## config.mk

```make
export PLATFORM = sky130hd
export DESIGN_NAME = tracking_packet_block_parser_top
export DESIGN_NICKNAME = d
export VERILOG_FILES = /design/src/sv/tpbp_pkg.sv /design/src/sv/tpbp_parser.sv /design/src/sv/tracking_packet_block_parser_top.sv
export SDC_FILE = /design/constraint.sdc
export NUM_CORES = 1
export LEC_CHECK = 0
export ABC_CLOCK_PERIOD_IN_PS = 6600
export BUFFER_PORTS_ARGS = -buffer_cell sky130_fd_sc_hd__clkbuf_2
export CORE_UTILIZATION = 30
export DETAILED_ROUTE_END_ITERATION = 6
export GPL_TIMING_DRIVEN = 1
export SLEW_MARGIN = 20
export SYNTH_ARGS = -nofsm -noshare
export SYNTH_HDL_FRONTEND = slang
export SYNTH_SLANG_ARGS = --single-unit
```

## constraint.sdc

```tcl
create_clock -name i_clk -period 6.6 [get_ports i_clk]
set_input_delay 0.33 -clock i_clk [delete_from_list [all_inputs] [get_ports i_clk]]
set_output_delay 0.33 -clock i_clk [all_outputs]
set_load 0.02 [all_outputs]
```

## src/sv/tpbp_pkg.sv

```systemverilog
// Shared types and constants for the tracking packet block parser.
// Used by tpbp_parser and tracking_packet_block_parser_top; no dependencies.
package tpbp_pkg;

    localparam int MAX_PACKET_BYTES = 1024;
    localparam int PKT_CNT_W        = $clog2(MAX_PACKET_BYTES + 1);

    typedef enum logic [3:0] {
        PH_ID,
        PH_VER,
        PH_SIZE,
        PH_COUNT,
        BK_ID,
        BK_VER,
        BK_SIZE,
        FI_TIME,
        FI_FOUND,
        POSE,
        BS_COUNT,
        BS_WEIGHT,
        EYES,
        MK_COUNT,
        MK_COORD,
        DONE
    } t_phase;

    // Result kinds
    localparam logic [4:0] KIND_TIMESTAMP = 5'd0;
    localparam logic [4:0] KIND_FOUND     = 5'd1;
    localparam logic [4:0] KIND_ROT_X     = 5'd2;
    localparam logic [4:0] KIND_WEIGHT    = 5'd9;
    localparam logic [4:0] KIND_EYE_FIRST = 5'd10;
    localparam logic [4:0] KIND_MARKER_X  = 5'd14;
    localparam logic [4:0] KIND_VERSION   = 5'd17;
    localparam logic [4:0] KIND_END       = 5'd18;
    localparam logic [4:0] KIND_WCOUNT    = 5'd19;
    localparam logic [4:0] KIND_MCOUNT    = 5'd20;

    // Block ids
    localparam logic [15:0] ID_FRAME   = 16'd101;
    localparam logic [15:0] ID_POSE    = 16'd102;
    localparam logic [15:0] ID_BLEND   = 16'd103;
    localparam logic [15:0] ID_EYES    = 16'd104;
    localparam logic [15:0] ID_MARKERS = 16'd105;

    // Body type held in the subfield register during a block header
    localparam logic [2:0] BODY_NONE    = 3'd0;
    localparam logic [2:0] BODY_FRAME   = 3'd1;
    localparam logic [2:0] BODY_POSE    = 3'd2;
    localparam logic [2:0] BODY_BLEND   = 3'd3;
    localparam logic [2:0] BODY_EYES    = 3'd4;
    localparam logic [2:0] BODY_MARKERS = 3'd5;

    localparam logic [2:0] POSE_LAST   = 3'd6;
    localparam logic [2:0] EYES_LAST   = 3'd3;
    localparam logic [2:0] COORD_LAST  = 3'd2;

    typedef struct packed {
        logic [4:0]  field_kind;
        logic [9:0]  element_index;
        logic [63:0] field_value;
        logic        version_mismatch;
        logic        packet_status;
        logic        last_of_run;
    } t_result;

    typedef struct packed {
        logic [1:0] count;
        t_result    res0;
        t_result    res1;
    } t_push;

    // Field length in bytes, minus one
    function automatic logic [2:0] phase_len_m1(input t_phase ph);
        logic [2:0] len;
        unique case (ph) inside
            PH_ID, PH_VER, PH_COUNT, BK_ID, BK_VER, MK_COUNT: len = 3'd1;
            PH_SIZE, BK_SIZE, POSE, BS_COUNT, BS_WEIGHT,
            EYES, MK_COORD:                                   len = 3'd3;
            FI_TIME:                                          len = 3'd7;
            FI_FOUND, DONE:                                   len = 3'd0;
            default:                                          len = 3'd0;
        endcase
        return len;
    endfunction

endpackage

```

## src/sv/tpbp_parser.sv

```systemverilog
// Byte-wise packet parser: field assembly, phase sequencing, result forming.
// Depends on tpbp_pkg.
module tpbp_parser (
    input  logic                  i_clk,
    input  logic                  i_rst_n,
    input  logic                  i_take,
    input  logic [7:0]            i_data_byte,
    input  logic                  i_end_of_packet,
    input  logic [15:0]           i_ref_version,
    output tpbp_pkg::t_push       o_push
);
    import tpbp_pkg::*;

    t_phase                 r_phase, n_phase, w_phase_taken;
    logic [2:0]             r_bif, n_bif;
    logic [63:0]            r_asm, n_asm;
    logic [15:0]            r_blocks, n_blocks;
    logic [31:0]            r_elems, n_elems;
    logic [9:0]             r_list, n_list;
    logic [2:0]             r_sub, n_sub;
    logic [PKT_CNT_W-1:0]   r_pkt_cnt, n_pkt_cnt;
    logic                   r_ver_chk, n_ver_chk;

    logic                   w_in_window;
    logic                   w_field_done;
    logic [63:0]            w_value;
    logic [15:0]            w_blocks_dec;

    assign w_in_window  = r_pkt_cnt < PKT_CNT_W'(MAX_PACKET_BYTES);
    assign w_field_done = i_take && w_in_window && (r_phase != DONE)
                          && (r_bif == phase_len_m1(r_phase));
    assign w_blocks_dec = r_blocks - 16'd1;

    // Drop the new byte into its lane
    always_comb begin
        w_value = r_asm;
        for (int i = 0; i < 8; i++) begin
            if (r_bif == 3'(i)) begin
                w_value[8*i +: 8] = i_data_byte;
            end
        end
    end

    // Next state
    always_comb begin
        n_bif     = r_bif;
        n_asm     = r_asm;
        n_blocks  = r_blocks;
        n_elems   = r_elems;
        n_list    = r_list;
        n_sub     = r_sub;
        n_pkt_cnt = r_pkt_cnt;
        n_ver_chk = r_ver_chk;
        w_phase_taken = r_phase;

        if (i_take && w_in_window) begin
            n_pkt_cnt = r_pkt_cnt + PKT_CNT_W'(1);
            if (r_phase != DONE) begin
                if (w_field_done) begin
                    n_bif = 3'd0;
                    n_asm = 64'd0;
                end else begin
                    n_bif = r_bif + 3'd1;
                    n_asm = w_value;
                end
            end
        end

        if (w_field_done) begin
            unique case (r_phase)
                PH_ID:   w_phase_taken = PH_VER;
                PH_VER: begin
                    n_ver_chk     = 1'b1;
                    w_phase_taken = PH_SIZE;
                end
                PH_SIZE: w_phase_taken = PH_COUNT;
                PH_COUNT: begin
                    n_blocks      = w_value[15:0];
                    w_phase_taken = (w_value[15:0] == 16'd0) ? DONE : BK_ID;
                end
                BK_ID: begin
                    case (w_value[15:0])
                        ID_FRAME:   n_sub = BODY_FRAME;
                        ID_POSE:    n_sub = BODY_POSE;
                        ID_BLEND:   n_sub = BODY_BLEND;
                        ID_EYES:    n_sub = BODY_EYES;
                        ID_MARKERS: n_sub = BODY_MARKERS;
                        default:    n_sub = BODY_NONE;
                    endcase
                    w_phase_taken = BK_VER;
                end
                BK_VER: w_phase_taken = BK_SIZE;
                BK_SIZE: begin
                    n_sub = 3'd0;
                    case (r_sub)
                        BODY_FRAME:   w_phase_taken = FI_TIME;
                        BODY_POSE:    w_phase_taken = POSE;
                        BODY_BLEND:   w_phase_taken = BS_COUNT;
                        BODY_EYES:    w_phase_taken = EYES;
                        BODY_MARKERS: w_phase_taken = MK_COUNT;
                        default: begin
                            // unknown id: no body, close the block
                            n_blocks      = w_blocks_dec;
                            w_phase_taken = (w_blocks_dec == 16'd0) ? DONE : BK_ID;
                        end
                    endcase
                end
                FI_TIME: w_phase_taken = FI_FOUND;
                FI_FOUND: begin
                    n_blocks      = w_blocks_dec;
                    w_phase_taken = (w_blocks_dec == 16'd0) ? DONE : BK_ID;
                end
                POSE: begin
                    n_sub = r_sub + 3'd1;
                    if (r_sub == POSE_LAST) begin
                        n_sub         = 3'd0;
                        n_blocks      = w_blocks_dec;
                        w_phase_taken = (w_blocks_dec == 16'd0) ? DONE : BK_ID;
                    end
                end
                BS_COUNT: begin
                    n_elems = w_value[31:0];
                    n_list  = 10'd0;
                    if (w_value[31:0] == 32'd0) begin
                        n_blocks      = w_blocks_dec;
                        w_phase_taken = (w_blocks_dec == 16'd0) ? DONE : BK_ID;
                    end else begin
                        w_phase_taken = BS_WEIGHT;
                    end
                end
                BS_WEIGHT: begin
                    n_list  = r_list + 10'd1;
                    n_elems = r_elems - 32'd1;
                    if (r_elems == 32'd1) begin
                        n_blocks      = w_blocks_dec;
                        w_phase_taken = (w_blocks_dec == 16'd0) ? DONE : BK_ID;
                    end
                end
                EYES: begin
                    n_sub = r_sub + 3'd1;
                    if (r_sub == EYES_LAST) begin
                        n_sub         = 3'd0;
                        n_blocks      = w_blocks_dec;
                        w_phase_taken = (w_blocks_dec == 16'd0) ? DONE : BK_ID;
                    end
                end
                MK_COUNT: begin
                    n_elems = {16'd0, w_value[15:0]};
                    n_list  = 10'd0;
                    n_sub   = 3'd0;
                    if (w_value[15:0] == 16'd0) begin
                        n_blocks      = w_blocks_dec;
                        w_phase_taken = (w_blocks_dec == 16'd0) ? DONE : BK_ID;
                    end else begin
                        w_phase_taken = MK_COORD;
                    end
                end
                MK_COORD: begin
                    n_sub = r_sub + 3'd1;
                    if (r_sub == COORD_LAST) begin
                        n_sub   = 3'd0;
                        n_list  = r_list + 10'd1;
                        n_elems = r_elems - 32'd1;
                        if (r_elems == 32'd1) begin
                            n_blocks      = w_blocks_dec;
                            w_phase_taken = (w_blocks_dec == 16'd0) ? DONE : BK_ID;
                        end
                    end
                end
                DONE: w_phase_taken = DONE;
                default: w_phase_taken = r_phase;
            endcase
        end

        n_phase = w_phase_taken;
        // End mark: back to the packet header, keep the version flag
        if (i_take && i_end_of_packet) begin
            n_phase   = PH_ID;
            n_bif     = 3'd0;
            n_asm     = 64'd0;
            n_blocks  = 16'd0;
            n_elems   = 32'd0;
            n_list    = 10'd0;
            n_sub     = 3'd0;
            n_pkt_cnt = '0;
        end
    end

    // Results
    always_comb begin
        t_result fres;
        t_result eres;
        logic    emit;

        fres  = '0;
        emit  = 1'b0;
        fres.field_value = w_value;
        unique case (r_phase) inside
            PH_VER: begin
                emit = 1'b1;
                fres.field_kind       = KIND_VERSION;
                fres.version_mismatch = !r_ver_chk && (w_value[15:0] != i_ref_version);
            end
            FI_TIME: begin
                emit = 1'b1;
                fres.field_kind = KIND_TIMESTAMP;
            end
            FI_FOUND: begin
                emit = 1'b1;
                fres.field_kind = KIND_FOUND;
            end
            POSE: begin
                emit = 1'b1;
                fres.field_kind = KIND_ROT_X + {2'b00, r_sub};
            end
            BS_COUNT: begin
                emit = 1'b1;
                fres.field_kind = KIND_WCOUNT;
            end
            BS_WEIGHT: begin
                emit = 1'b1;
                fres.field_kind    = KIND_WEIGHT;
                fres.element_index = r_list;
            end
            EYES: begin
                emit = 1'b1;
                fres.field_kind = KIND_EYE_FIRST + {2'b00, r_sub};
            end
            MK_COUNT: begin
                emit = 1'b1;
                fres.field_kind = KIND_MCOUNT;
            end
            MK_COORD: begin
                emit = 1'b1;
                fres.field_kind    = KIND_MARKER_X + {2'b00, r_sub};
                fres.element_index = r_list;
            end
            PH_ID, PH_SIZE, PH_COUNT, BK_ID, BK_VER, BK_SIZE, DONE: emit = 1'b0;
            default: emit = 1'b0;
        endcase
        emit = emit && w_field_done;

        eres               = '0;
        eres.field_kind    = KIND_END;
        eres.packet_status = (w_phase_taken != DONE);
        eres.last_of_run   = 1'b1;

        fres.last_of_run = !(i_take && i_end_of_packet);

        o_push = '0;
        if (emit && i_take && i_end_of_packet) begin
            o_push.count = 2'd2;
            o_push.res0  = fres;
            o_push.res1  = eres;
        end else if (emit) begin
            o_push.count = 2'd1;
            o_push.res0  = fres;
        end else if (i_take && i_end_of_packet) begin
            o_push.count = 2'd1;
            o_push.res0  = eres;
        end
    end

    always_ff @(posedge i_clk) begin
        if (!i_rst_n) begin
            r_phase   <= PH_ID;
            r_bif     <= 3'd0;
            r_asm     <= 64'd0;
            r_blocks  <= 16'd0;
            r_elems   <= 32'd0;
            r_list    <= 10'd0;
            r_sub     <= 3'd0;
            r_pkt_cnt <= '0;
            r_ver_chk <= 1'b0;
        end else begin
            r_phase   <= n_phase;
            r_bif     <= n_bif;
            r_asm     <= n_asm;
            r_blocks  <= n_blocks;
            r_elems   <= n_elems;
            r_list    <= n_list;
            r_sub     <= n_sub;
            r_pkt_cnt <= n_pkt_cnt;
            r_ver_chk <= n_ver_chk;
        end
    end

endmodule

```

## src/sv/tracking_packet_block_parser_top.sv

```systemverilog
// Top level of the tracking packet block parser: handshakes, version register,
// four-entry result queue. Depends on tpbp_pkg and tpbp_parser.
// A result is written into the result queue and offered from its head.
// Throughput: one byte per cycle while input is not stalled; a byte carrying
// the end mark after a field yields two results. Input stalls while the
// result queue has fewer than two free entries.
// Reset (synchronous, active low): parser at packet header, queue empty,
// reference version 1, version check armed.
module tracking_packet_block_parser_top (
    input  logic        i_clk,
    input  logic        i_rst_n,
    input  logic        i_valid,
    output logic        o_ready,
    input  logic [7:0]  i_data_byte,
    input  logic        i_end_of_packet,
    input  logic        i_cfg_we,
    input  logic [15:0] i_cfg_wdata,
    output logic        o_valid,
    input  logic        i_ready,
    output logic [4:0]  o_field_kind,
    output logic [9:0]  o_element_index,
    output logic [63:0] o_field_value,
    output logic        o_version_mismatch,
    output logic        o_packet_status,
    output logic        o_last_of_run
);
    import tpbp_pkg::*;

    logic [15:0] r_ref_version;
    t_result     r_q [4];
    logic [1:0]  r_wp, r_rp;
    logic [2:0]  r_cnt, n_cnt;
    t_push       w_push;
    logic        w_take, w_pop;
    t_result     w_head;

    assign o_ready = (r_cnt <= 3'd2);
    assign w_take  = i_valid && o_ready;
    assign w_pop   = o_valid && i_ready;

    tpbp_parser u_parser (
        .i_clk           (i_clk),
        .i_rst_n         (i_rst_n),
        .i_take          (w_take),
        .i_data_byte     (i_data_byte),
        .i_end_of_packet (i_end_of_packet),
        .i_ref_version   (r_ref_version),
        .o_push          (w_push)
    );

    always_ff @(posedge i_clk) begin
        if (!i_rst_n) begin
            r_ref_version <= 16'd1;
        end else if (i_cfg_we) begin
            r_ref_version <= i_cfg_wdata;
        end
    end

    assign n_cnt = r_cnt + {1'b0, w_push.count} - {2'b00, w_pop};

    // Queue control
    always_ff @(posedge i_clk) begin
        if (!i_rst_n) begin
            r_wp  <= 2'd0;
            r_rp  <= 2'd0;
            r_cnt <= 3'd0;
        end else begin
            r_wp  <= r_wp + w_push.count;
            r_rp  <= r_rp + {1'b0, w_pop};
            r_cnt <= n_cnt;
        end
    end

    // Queue storage
    always_ff @(posedge i_clk) begin
        if (w_push.count != 2'd0) begin
            r_q[r_wp] <= w_push.res0;
        end
        if (w_push.count == 2'd2) begin
            r_q[r_wp + 2'd1] <= w_push.res1;
        end
    end

    assign w_head             = r_q[r_rp];
    assign o_valid            = (r_cnt != 3'd0);
    assign o_field_kind       = w_head.field_kind;
    assign o_element_index    = w_head.element_index;
    assign o_field_value      = w_head.field_value;
    assign o_version_mismatch = w_head.version_mismatch;
    assign o_packet_status    = w_head.packet_status;
    assign o_last_of_run      = w_head.last_of_run;

endmodule
```

# Word-level counts from Yosys, hierarchy flattened
# Memory sizes are Yosys's and may differ from the RTL's. A register that Yosys moved wholly into a read port is not among the register bits.
# Cells that the tools add are included.
dict set report word_totals {
  register_bits 167
  ram_bits 328
  input_bits 30
  output_inout_bits 84
  elab_cells 165
  memories 1
}
dict set report classes {
  addsub 14
  n_lt_le_gt_ge 2
  n_eq_ne 45
  mux 52
  bitwise_logic 1
  reduce_logical 37
}
# name words word_bits read_ports rd_clocked_by_memory_dff write_ports line_no
set mem_list {}
lappend mem_list {r_q 4 82 1 1 2 tracking_packet_block_parser_top.sv:30} ;# t_result r_q [4];
# cell count
set op_table {}
lappend op_table {{84-bit two-way mux} 2}
lappend op_table {{16-bit case mux with 9 select lines} 1}
lappend op_table {{32-bit case mux with 4 select lines} 1}
lappend op_table {{16-bit two-way mux} 7}
lappend op_table {{83-bit two-way mux} 1}
lappend op_table {{82-bit two-way mux} 1}
lappend op_table {{16-bit by 7-bit equality test with 1-bit output, second input constant} 5}
lappend op_table {{64-bit two-way mux} 1}
lappend op_table {{8-bit two-way mux} 8}
lappend op_table {{4-bit case mux with 16 select lines} 1}
lappend op_table {{5-bit case mux with 8 select lines} 1}
lappend op_table {{4-bit two-way mux} 9}
lappend op_table {{32-bit by 1-bit equality test with 1-bit output, second input constant} 1}
lappend op_table {{4-bit equality test, second input constant} 8}
lappend op_table {{16-bit logical NOT} 2}
lappend op_table {{32-bit logical NOT} 1}
lappend op_table {{32-bit two-way mux} 1}
lappend op_table {{32-bit by 1-bit subtractor with 32-bit output, second input constant} 1}
lappend op_table {{10-bit case mux with 3 select lines} 1}
lappend op_table {{3-bit case mux with 5 select lines} 2}
lappend op_table {{3-bit equality test, second input constant} 7}
lappend op_table {{10-bit two-way mux} 2}
lappend op_table {{4-bit case mux with 5 select lines} 1}
lappend op_table {{4-bit by 3-bit equality test with 1-bit output, second input constant} 4}
lappend op_table {{other kinds (45)} 82}

# Logic depth before layout (Yosys ltp)
dict set report depth {
  ltp_word 14
  ltp_mapped 22
  ltp_nobuf 17
}

# Modules after synthesis
# Synthesis repeated with hierarchy kept, for this count alone.
dict set report hier_totals {
  hier_cells 2280
  area_unflattened_um2 26938.3
}
# module n_inst cells_per_inst area_each_um2 seq_area_each_um2
set modules_own_cells {}
lappend modules_own_cells {tracking_packet_block_parser_top 1 893 16993.8 10309.9}
lappend modules_own_cells {tpbp_parser 1 1387 9944.5 2882.8}

# Worst setup path before layout
# Ideal clock, no wire load.
dict set report synth_timing {
  kind {reg-to-reg}
  startpoint {register r_cnt[0]}
  endpoint {register r_cnt[2]}
  setup_time_ps 115
  arrival_ps 4165
  t_required_ps 6485
  slack_ps 2321
  stages_incl_launch_ff 23
  n_path_buf 5
  synth_period_minus_slack_ps 4279
  path_cell_list {dfxtp_1 > a21oi_1 > and3b_1 > buf_2 > o21a_1 > clkbuf_1 > and3_1 > buf_4 > and2_4 > inv_4 > clkbuf_1 > buf_1 > ha_1 > nor2_1 > inv_1 > ha_1 > inv_1 > ha_1 > inv_1 > fa_1 > xor2_1 > xnor2_1 > and2_1}
}
dict set report synth_via {
  elab_chain_len 11
  elab_cells_between_ends 16
  classes_between {add/sub: 2; order compare: 1; mux: 3; reduce/logical: 10}
}
# element line_no
set synth_rtl {}
lappend synth_rtl {{start: declaration} tracking_packet_block_parser_top.sv:32} ;# logic [2:0] r_cnt, n_cnt;
lappend synth_rtl {{start signal: assignment} tracking_packet_block_parser_top.sv:70} ;# r_cnt <= n_cnt;
lappend synth_rtl {{3-bit by 2-bit <= comparator with 1-bit output (*)} tracking_packet_block_parser_top.sv:37} ;# assign o_ready = (r_cnt <= 3'd2);
lappend synth_rtl {{named net o_ready} tracking_packet_block_parser_top.sv:13} ;# output logic o_ready,
lappend synth_rtl {{1-bit logical AND (*)} tracking_packet_block_parser_top.sv:38} ;# assign w_take = i_valid && o_ready;
lappend synth_rtl {{1-bit logical AND (2 in a row)} tpbp_parser.sv:30} ;# assign w_field_done = i_take && w_in_window && (r_phase != DONE)
lappend synth_rtl {{1-bit logical AND} tpbp_parser.sv:31} ;# && (r_bif == phase_len_m1(r_phase));
lappend synth_rtl {{1-bit logical AND} tpbp_parser.sv:241} ;# emit = emit && w_field_done;
lappend synth_rtl {{1-bit logical AND (2 in a row)} tpbp_parser.sv:251} ;# if (emit && i_take && i_end_of_packet) begin
lappend synth_rtl {{84-bit two-way mux (*)} tpbp_parser.sv:251}
lappend synth_rtl {{3-bit by 2-bit adder with 3-bit output (*)} tracking_packet_block_parser_top.sv:59} ;# assign n_cnt = r_cnt + {1'b0, w_push.count} - {2'b00, w_pop};
lappend synth_rtl {{3-bit by 1-bit subtractor with 3-bit output (*)} tracking_packet_block_parser_top.sv:59}
# The timed path passes the listed nets; every way through them passes the cells marked *.
# A chain may end at the register's enable or synchronous reset.

==> run summary <==
The tree is rooted in a clkbuf_16. The die covers 79300 um2. In the final timing run, aggregate negative setup slack is 0 ps. The number of nets at the end of the flow was 2933; the depth of the worst register-to-register path was 12.

The floorplan step set the die width to 282 um. Final critical-path setup slack: 1600 ps. The area added between synthesis and finish is 14.7%. Once placement completed, the tool counted placed cells totaling 3846. The hold path startpoint was i_cfg_wdata[3]. On the worst path, the slowest cell contributes a delay of 860 ps. The average size of a mapped cell was 8.19 um2; the number of setup violations in the final report was 0.

For this design the static power due to leakage is 0.00928 uW. The vias per cell came out at 5.25. The first global-routing pass estimated 117000 um of wire. CTS built an H-tree with a depth of 2. STA classifies the critical path startpoint as a flip-flop. The final wirelength is 75400 um. Leftover overflow at the end of global routing: 0. Entering global routing, the biggest net connects 130 pins. The switching power as a share of total power is 27.6%, and the required time reported for the critical path endpoint is 7140 ps. Per report_power, the sequential group accounts for 42.9% of the total. The run gives 18.8% as the overall track demand over capacity in global routing.

Setup repair after global routing left no endpoint under its margin. The tools report the launch point of the worst path as u_parser.r_phase[2]$_SDFF_PP0_. For the worst-skew pair, the clock arrives at the later sink with an insertion delay of 620 ps. For the max-cap check violation count, the log shows 0. VDD sags by at most 0.000189 V. The logs give 13.4% for the combinational group share of total power and 8 for the number of antenna violations at the first check in global routing. Of the cells placed in the final design, the portion with a size suffix greater than 1 is 12.7%. Timing would allow up to 200 MHz.

Prior to clock tree synthesis, the placed netlist has a worst setup slack of 1670 ps. On the final layout, the worst clock skew is 27.4 ps. TritonCTS built the clock tree. The number of nets produced by synthesis is 2921, and the count of distinct cell types in the synthesized netlist is 74. In this run the critical register-to-register path is launched from u_parser.r_phase[2]$_SDFF_PP0_.

The most common flop cell mapped by yosys is dfxtp_1. The tools report the number of fillers in the final layout as 8069. The min-delay analysis places its worst path in the category in -> reg. Summed over all nets, the half-perimeter wirelength after detailed placement is 47800 um.

In this run the vertical extent of the chip is 282 um. The number of max-slew violations in the final report is 0, and the total number of clock tree sinks is 495. By startpoint and endpoint, the worst setup path is classified as reg -> reg. For this run, the register share of the synthesized area comes to 42.9%. The worst hold path passes through 3 cells. On the critical path, the stage with the largest delay is an instance of dfxtp_1.

The count of buffers added on input and output ports is 113. After clock tree synthesis, the clock-pin slew on the worst setup and hold paths is 60 ps. The floorplan has 102 rows. The worst setup path is captured at a flip-flop. The run gives 0.953 as the final weighted congestion in routability-driven placement. Of the total power, the clock network draws 43.7%.

The largest fanout on the critical path is 70, and the flip-flop and latch count after synthesis is 495. The TritonCTS buffer count was 54. The number of global-route vias before repair was 19900. Traced cell by cell, the critical path runs through nand2_1 > o21a_1 > buf_4 > and3_1 > and2_4 > inv_4 > ha_1 > o21ai_2 > nand2_2 > buf_4 > nand2_1 > a21oi_1.

The routed design could run at a clock period as short as 5000 ps. Post-synthesis async set-or-reset flop share: 0%. Yosys mapped a number of flops with a built-in enable equal to 16. At the pin with the least slew margin, the transition time is 1090 ps. The power density relative to cell area was 273 nW/um2; the core area was 77500 um2.

Measured against its own limit, the worst slew margin works out to 27.0%. The run finished with clean final reports. Overall via count from detail_route: 20800. The final antenna-violating net count was 0; the iteration-0 DRC count of the detailed router was 1980. The initial cell density of the core came out at 30.3%.

In this run the power spent charging and discharging nets is 2030 uW. The I/O pin total is 114, and the remaining design rule violation count is 0. The internal power summed over all cells is 5320 uW.

The logs give 0 for the number of failing hold endpoints at the final stage and 24.5 ps for the post-route worst hold slack. The final clock period utilization by the worst path is 75.8%. Dividing the detail-routed wire length by the instance count gives 19.0 um. The Yosys step of the flow raised 0 warnings. Data arrives at the worst endpoint at 5540 ps. Summing every instance area after synthesis gives 23500 um2.

After the flow finishes, the layout carries non-filler instances totaling 3961. The clock passes through at most 3 buffers. The cell count after synthesis came out at 2864.

The number of search-and-repair iterations in the first detailed-routing pass came out at 6.
-- critical path, delay by kind of cell (launching register included) --
family | cells | cell delay, ps
and+or+nand+nor | 5 | 1700
buffers and inverters | 3 | 1200
adders and majority gates | 1 | 510
DFF | 1 | 860
AOI/OAI and AO/OA | 3 | 640
-- layer usage --
metal  global-route usage [%]  vias up  share of wire [%]
met5                        0        -              0.098
met4                     5.63       12                2.8
met3                     3.64      128                6.9
met2                     30.7      676                 47
met1                     25.0     9985                 43
li1                         -     9979                  -
-- cell type report --
cell class	instances	area, um2	area share (%)
diodes	2	5.00	0.0186
clock buffers	75	1530	5.69
clock inverters	24	350	1.30
inverters	24	95.1	0.353
multi-input cells	2120	12400	46.1
flip-flops and latches	495	10100	37.5
well taps	1040	1300	4.84
repair buffers	181	1140	4.22
-- timing repair --
action                    CTS  global route
hold endpoints to repair   14             0
buffers inserted            0             0
hold buffers               14             0
resized for setup           0             0
-- worst paths after layout --
check                                  end  slack (ps)
max                r_q[1][44]$_SDFFE_PP0P_        1600
min          r_ref_version[3]$_SDFFE_PN0P_          20
max reg2reg        r_q[1][44]$_SDFFE_PP0P_        1600
min reg2reg        r_q[3][22]$_SDFFE_PP0P_         450
-- layout by cell type, fill, tap and decap left out, types with 11 or more instances in the layout --
master,synthesis,final
a21oi_1,396,396
a22oi_1,42,42
a31oi_1,12,12
a32oi_1,49,49
and2_1,28,27
and3_1,13,13
buf_4,9,52
clkbuf_1,158,11
clkbuf_16,0,54
clkbuf_2,0,113
dfxtp_1,479,477
dlygate4sd3_1,0,14
edfxtp_1,16,16
ha_1,25,25
inv_1,22,22
mux2i_1,57,57
mux4_2,82,82
nand2_1,772,768
nand2b_1,13,13
nand3_1,25,24
nand4_1,20,20
nor2_1,226,224
nor2b_1,26,26
nor3_1,31,31
nor4_1,23,22
o21ai_0,91,91
o22ai_1,18,18
o32ai_1,12,12
or3_1,13,13
xor2_1,29,29
-- metrics by stage --
stage          total power, uW  instance area (um2)  util [%]
4_1_cts                   7420                26900      34.7
3_5_place_dp              4200                24900      32.1
5_1_grt                   7620                26900      34.7
2_1_floorplan             3850                23500         -
6_report                  7350                26900      34.7
3_3_place_gp              4200                24900      32.1
-- sequential cells by signal (all words and copies together) (netlist names) --
register            cells
u_parser.r_list        10
u_parser.r_ver_chk      1
u_parser.r_asm         64
u_parser.r_pkt_cnt     11
r_ref_version          16
u_parser.r_bif          3
r_cnt                   3
r_rp                    2
u_parser.r_elems       32
u_parser.r_blocks      16
r_wp                    2
u_parser.r_sub          3
r_q                   328
u_parser.r_phase        4
-- cells in the mapped netlist, drive strengths merged, types with 3 or more instances --
cell type  count  area share (%)
nand2        772              12
dfxtp        479              41
a21oi        399             8.7
nor2         230             3.8
clkbuf       158             2.5
o21ai        102             2.2
mux4          82             7.9
buf           67             1.6
mux2i         57             2.4
a32oi         49             1.8
a22oi         42             1.3
nor3          32            0.73
and2          29            0.78
xor2          29             1.1
nor2b         26            0.69
ha            25             1.3
nand3         25            0.53
inv           24            0.41
nor4          24            0.67
nand4         20            0.53
o22ai         18            0.48
edfxtp        16             2.0
and3          13            0.35
nand2b        13            0.35
or3           13            0.35
a31oi         12            0.32
o32ai         12            0.45
xnor2         10            0.37
or2            9            0.24
a211oi         8            0.26
or4            8            0.26
o211ai         6            0.19
nand3b         5            0.16
a21o           4            0.13
nor3b          4            0.13
o21a           4            0.13
o31ai          3           0.096
-- power groups by stage --
stage	Clock, uW	Sequential (uW)	Combinational, uW
floorplan	0	3130	718
global placement	0	3220	980
detailed placement	0	3220	978
CTS	3270	3160	986
global route	3400	3170	1060
finish	3210	3150	984
-- kinds of logic after synthesis --
group	synth area share, %
flops	42.9
compound gates	16.9
buf+inv	4.57
fa+ha+maj	1.50
mux	10.4
simple gates	22.3
xor+xnor	1.46
(Power assumes the default switching activity.)
